### config.mk
export PLATFORM = sky130hd
export DESIGN_NAME = btmx_digit
export DESIGN_NICKNAME = d
export VERILOG_FILES = /design/src/sv/btmx_pkg.sv /design/src/sv/btmx_digit.sv
export SDC_FILE = /design/constraint.sdc
export NUM_CORES = 1
export LEC_CHECK = 0
export BUFFER_PORTS_ARGS = -buffer_cell sky130_fd_sc_hd__clkbuf_2
export CAP_MARGIN = 30
export CELL_PAD_IN_SITES_DETAIL_PLACEMENT = 0
export CELL_PAD_IN_SITES_GLOBAL_PLACEMENT = 1
export CORE_UTILIZATION = 44
export DETAILED_ROUTE_END_ITERATION = 8
export GPL_ROUTABILITY_DRIVEN = 0
export PLACE_DENSITY_LB_ADDON = 0.1
export SYNTH_ARGS = -nofsm -noshare
export SYNTH_HDL_FRONTEND = slang
export SYNTH_SLANG_ARGS = --single-unit
### constraint.sdc
create_clock -name clock -period 2.7 [get_ports clock]
set_input_delay 0.405 -clock clock [delete_from_list [all_inputs] [get_ports clock]]
set_output_delay 0.405 -clock clock [all_outputs]
set_load 0.02 [all_outputs]
### src/sv/btmx_pkg.sv
// ----------------------------------------------------------------------------
// btmx_pkg
// shared constants, types and node word helpers for the max-xor trie
// ----------------------------------------------------------------------------
package btmx_pkg;

   // field widths
   localparam int KEY_W = 32;
   localparam int XOR_W = 32;

   // trie geometry
   localparam int KEY_BITS   = 32;
   localparam int NODE_DEPTH = 32768;
   localparam int IDX_W      = $clog2(NODE_DEPTH);
   localparam int CNT_W      = IDX_W + 1;
   localparam int SUM_W      = CNT_W + 1;
   localparam int WORD_W     = 2 * IDX_W;
   localparam int LVL_W      = (KEY_BITS > 1) ? $clog2(KEY_BITS) : 1;

   // command codes
   localparam logic CMD_INSERT = 1'b0;
   localparam logic CMD_QUERY  = 1'b1;

   // status codes
   localparam logic STATUS_OK   = 1'b0;
   localparam logic STATUS_FULL = 1'b1;

   typedef logic [IDX_W-1:0]  idx_type;
   typedef logic [WORD_W-1:0] word_type;
   typedef logic [LVL_W-1:0]  lvl_type;

   // node store access
   typedef struct packed {
      logic     rd_en;
      idx_type  rd_addr;
      logic     wr_en;
      idx_type  wr_addr;
      word_type wr_data;
   } store_req_type;

   // digit path control
   typedef struct packed {
      logic load;
      logic key_shift;
      logic lvl_dec;
      logic acc_shift;
      logic acc_bit;
   } digit_ctl_type;

   // child index for one branch; upper half is the one-child
   function automatic idx_type child_sel(input word_type word, input logic branch);
      child_sel = branch ? word[WORD_W-1:IDX_W] : word[IDX_W-1:0];
   endfunction

   // replace one branch of a node word
   function automatic word_type child_set(input word_type word, input logic branch,
                                          input idx_type idx);
      word_type res;
      res = word;
      if (branch) begin
         res[WORD_W-1:IDX_W] = idx;
      end else begin
         res[IDX_W-1:0] = idx;
      end
      child_set = res;
   endfunction

endpackage

### src/sv/btmx_digit.sv
// ----------------------------------------------------------------------------
// btmx_digit
// bit-serial key path: key shift register, result shift register, level count
// ----------------------------------------------------------------------------
module btmx_digit (
   input  logic                   clock,
   input  logic                   reset,
   input  btmx_pkg::digit_ctl_type ctl,
   input  logic [btmx_pkg::KEY_BITS-1:0] key_load,
   output logic                   key_bit,
   output btmx_pkg::lvl_type      lvl,
   output logic                   lvl_zero,
   output logic [btmx_pkg::KEY_BITS-1:0] acc
);
   import btmx_pkg::*;

   logic [KEY_BITS-1:0] key_ff, key_in;
   logic [KEY_BITS-1:0] acc_ff, acc_in;
   lvl_type             lvl_ff, lvl_in;

   // next values of the shift registers
   always_comb begin
      key_in = key_ff;
      acc_in = acc_ff;
      lvl_in = lvl_ff;
      if (ctl.load) begin
         key_in = key_load;
         acc_in = '0;
         lvl_in = LVL_W'(KEY_BITS - 1);
      end else begin
         if (ctl.key_shift) begin
            key_in = key_ff << 1;
         end
         if (ctl.acc_shift) begin
            acc_in = (acc_ff << 1) | KEY_BITS'(ctl.acc_bit);
         end
         if (ctl.lvl_dec) begin
            lvl_in = lvl_ff - LVL_W'(1);
         end
      end
   end

   // level counter is control state, shift registers are payload
   always_ff @(posedge clock) begin
      if (reset) begin
         lvl_ff <= '0;
      end else begin
         lvl_ff <= lvl_in;
      end
   end

   always_ff @(posedge clock) begin
      key_ff <= key_in;
      acc_ff <= acc_in;
   end

   assign key_bit  = key_ff[KEY_BITS-1];
   assign lvl      = lvl_ff;
   assign lvl_zero = (lvl_ff == '0);
   assign acc      = acc_ff;

endmodule

* Yosys cells after proc, flatten, opt, wreduce, memory -nomap -nowiden
Index checks and enable logic that the tools add are counted. Widths: inputs -> output; s select.
Word-level totals: flip-flop bits (word level) 69, word-level logic and storage cells 12
Operators by class: $add $sub $neg 1, multiplexer cells 4, bitwise operators 1, reduce and logical (&&, ||, !) cells 3
Operator list (number):
- $mux 32 | 2
- $or 32x1->32 | 1
- $mux 5 | 2
- $logic_not 5->1 | 1
- $sub 5x1->5 const B | 1
- $reduce_bool 2->1 | 2

* Longest topological paths before layout
depth after elaboration 3, mapped depth 5, depth with buffers taken out 5

* Least setup slack after synthesis
OpenSTA, ideal clock, no wires.
path type in2reg, start input ctl[4] (netlist name), end register key_ff[0] (enable), library setup time 390 ps, arrival time 1574 ps, setup slack 735 ps, stages 3, buffers on the path 2, cells stage by stage buf_2 -> buf_2 -> or2_1
On the way: word-level cells in the longest chain between the ends 1
RTL lines:
- start: declaration | line btmx_digit.sv:8 | input btmx_pkg::digit_ctl_type ctl,
- $reduce_bool 2->1 (no line)
- end signal: assignment | line btmx_digit.sv:53 | key_ff <= key_in;
- end: declaration | line btmx_digit.sv:17 | logic [KEY_BITS-1:0] key_ff, key_in;
Every way passes these cells. A chain may end at the register's enable or synchronous reset.

* Worst setup path in the final report
start register lvl_ff[0] (netlist: lvl[0]), end output lvl_zero
On the way: word-level cells in the longest chain between the ends 1
RTL lines:
- start: declaration | line btmx_digit.sv:19 | lvl_type lvl_ff, lvl_in;
- start signal: assignment | line btmx_digit.sv:48 | lvl_ff <= lvl_in;
- $logic_not 5->1 | line btmx_digit.sv:59 | assign lvl_zero = (lvl_ff == '0);
- end: declaration | line btmx_digit.sv:12 | output logic lvl_zero,
Every way passes these cells.

==> metrics.md <==
| Metric | Value |
|---|---|
| Status | `completed` |
| Die width | `approximately 80 um` |
| Row Count | `28` |
| Unrepaired setup endpoints after global routing | `no` |
| Setup tns final | `0 ps` |
| Final Max Tran Viols | `0` |
| First-pass GRT wire length | `~7300 um` |
| DRT iter0 DRCs | `between 80 and 90` |
| Max Freq | `around 0.56 GHz` |
| Clk pwr share | `~42%` |
| Total GRT Usage | `15.32%` |
| Hpwl dp | `slightly above 3000 um` |
| Area growth from synthesis to layout | `25.78%` |
| Synth Register Bits | `69` |
| Num CTS Buffers | `9` |
| Worst-path clk slew | `70 ps` |
| DRC | `0` |
| Initial Utilization | `45.41%` |
| Cts hold-fix bufs | `0` |
| Filler Cell Count | `500` |
| Final hold viol count | `0` |
| Area of the core | `5921 um2` |
| CP endpoint kind | `output pin` |
| Combinational Power Share | `around 7.6%` |
| Hold Path Class | `input port to flop` |
| H-tree Lvls | `3` |
| Die area | `6427 um2` |
| Remaining antenna violation count after routing | `0` |
| Worst skew pair latency | `340 ps` |
| CTS tree | `done` |
| Initial antenna violation count | `0` |
| Syn avg cell area | `13.72 um2` |
| Max-Cap Viols | `0` |
| Reg power frac | `50.3%` |
| # Post-CTS Setup Buffers | `0` |
| Most frequent cells in the layout | `77 x clkbuf_2, 37 x dfxtp_1, 32 x mux2i_1, 32 x nor2_1, 32 x edfxtp_1` |
| Sw Share | `20.76%` |
| I/O Pins | `78` |
| Input/output buffers | `77` |
| Routed vias/inst | `slightly below 5` |
| Post-synthesis sequential area ratio | `between 60% and 70%` |
| Setup Skew | `just under 6 ps` |
| Congestion Overflow GR | `0` |
| Pwr per Cell Area | `698.0 nW/um2` |
| Yosys cell types | `23` |
| Clk root buf | `clkbuf_8` |
| Via count | `approximately 1700` |
| Routed Wire Length | `between 4000 and 5000 um` |
| Commonest non-fill, non-tap cell in the layout | `clkbuf_2` |
| Leakage | `1.504 nW` |
| Crit path arrival time | `roughly 1400 ps` |
| Syn Inst Count | `196` |
| Die Ht | `80.17 um` |
| Antenna Cells | `0` |
| Worst VDD drop | `0.3747 mV` |
| Post_cts resized | `0` |
| Vias in the first global route | `1612` |
| Final Setup Violations | `0` |
| CP max FO | `4` |
| Switch Pwr | `0.4900 mW` |
| Startpoint Class | `flop` |
| Clock sink total | `69` |
| Crit path kind | `flop to output pin` |
| Relative slew margins | `approximately two thirds` |
| CTS Buffer Depth | `2` |
| Total power | `approximately 2.4 mW` |
| Crit share post-route | `roughly two thirds` |
| Internal Pwr Total | `1.871 mW` |
| Syn. warnings | `0` |
| Pin count of the biggest net entering global routing | `46` |
| Critical Path RT | `2300 ps` |
| 1st-pass router iterations | `4` |
| Post-Syn Area | `2689 um2` |
| Worst Tran Pin Value | `518.7 ps` |
| Net total in the final layout | `317` |
| Share of cells above drive strength 1 | `45.39%` |
| Syn_nets | `236` |
| Period minus WS final | `1779 ps` |
| Post-DR wirelength/cell | `12.87 um` |
per-stage QoR:
step | area [um2] | util, % | hold WS, ps | std cells | setup slack, ps
2_1_floorplan | 2689 | - | 474.1 | 196 | 735.3
5_1_grt | 3382 | 57.12 | 306.0 | 357 | 832.8
3_3_place_gp | 3143 | 53.09 | 476.5 | 341 | 1053
4_1_cts | 3382 | 57.12 | 290.3 | 357 | 895.3
6_report | 3382 | 57.12 | 305.4 | 357 | 921.4
3_5_place_dp | 3143 | 53.09 | 492.8 | 341 | 1058
routing by layer:
layer | part of all wire, % | track usage (%)
met5 | 0 | 0
met2 | 44 | 22.31
met4 | 1.6 | 9.643
met1 | 48 | 19.68
met3 | 6.8 | 4.773
worst max-delay path: stages (launching register included):
cell	delay (ps)
dfxtp_1	350
inv_1	70
ha_1	170
nor4b_1	220
clkbuf_2	220
kinds of logic after synthesis:
| logic type | count (synthesis) | synth area share (%) |
|---|---|---|
| xor gates and xnor gates | 3 | 0.9774 |
| AOI/OAI and AO/OA | 7 | 1.443 |
| and+or+nand+nor | 39 | 6.469 |
| buffers and inverters | 14 | 2.466 |
| adders and majority gates | 1 | 0.4653 |
| DFF | 69 | 63.29 |
| muxes | 63 | 24.90 |
final cells by class:
class	count	area [um2]	area share [%]
Inverter	3	11.26	0.3330
Tap cell	75	93.84	2.775
Multi-Input combinational cell	113	920.9	27.23
Timing Repair Buffer	81	415.4	12.28
Sequential cell	69	1702	50.31
Clock buffer	10	127.6	3.774
Clock inverter	6	111.4	3.293
power by group through the flow:
stage	Sequential (mW)	Combinational, mW	Clock, mW
floorplan	1.22	0.112	0
global placement	1.21	0.179	0
detailed placement	1.21	0.182	0
CTS	1.19	0.183	1.02
global route	1.19	0.196	1.06
finish	1.19	0.180	0.994
synthesized netlist by cell type:
library cell,count,share of area [%]
nor4b_1,1,0.33
or4_1,1,0.28
xnor2_1,2,0.65
inv_2,1,0.14
dfxtp_1,37,28
nand2_2,1,0.23
a31oi_1,1,0.23
nor2_1,32,4.5
a21oi_1,4,0.74
mux2i_1,32,12
buf_2,11,2.0
mux2_2,29,12
mux2_1,2,0.84
o31ai_1,1,0.28
edfxtp_1,32,36
nor4b_2,1,0.56
nand2_1,1,0.14
o21ai_0,1,0.19
xor2_1,1,0.33
or2_1,1,0.23
ha_1,1,0.47
and2_1,1,0.23
inv_1,2,0.28
flip-flops by register name, summed over array words and instances, names as in the netlist:
| register | cells |
|---|---|
| acc | 32 |
| key_ff | 32 |
| lvl | 5 |
worst paths after layout:
| kind | start | to | slack, ps | cells after the start |
|---|---|---|---|---|
| worst max-delay path | lvl[0] | lvl_zero | 920 | 4 |
| worst min-delay path | reset | lvl[0] | 310 | 2 |
| worst max register to register | lvl[0] | lvl[4] | 1410 | 5 |
| worst min register to register | acc[31] | acc[31] | 510 | 2 |
Power figures use the tool's default switching activity.
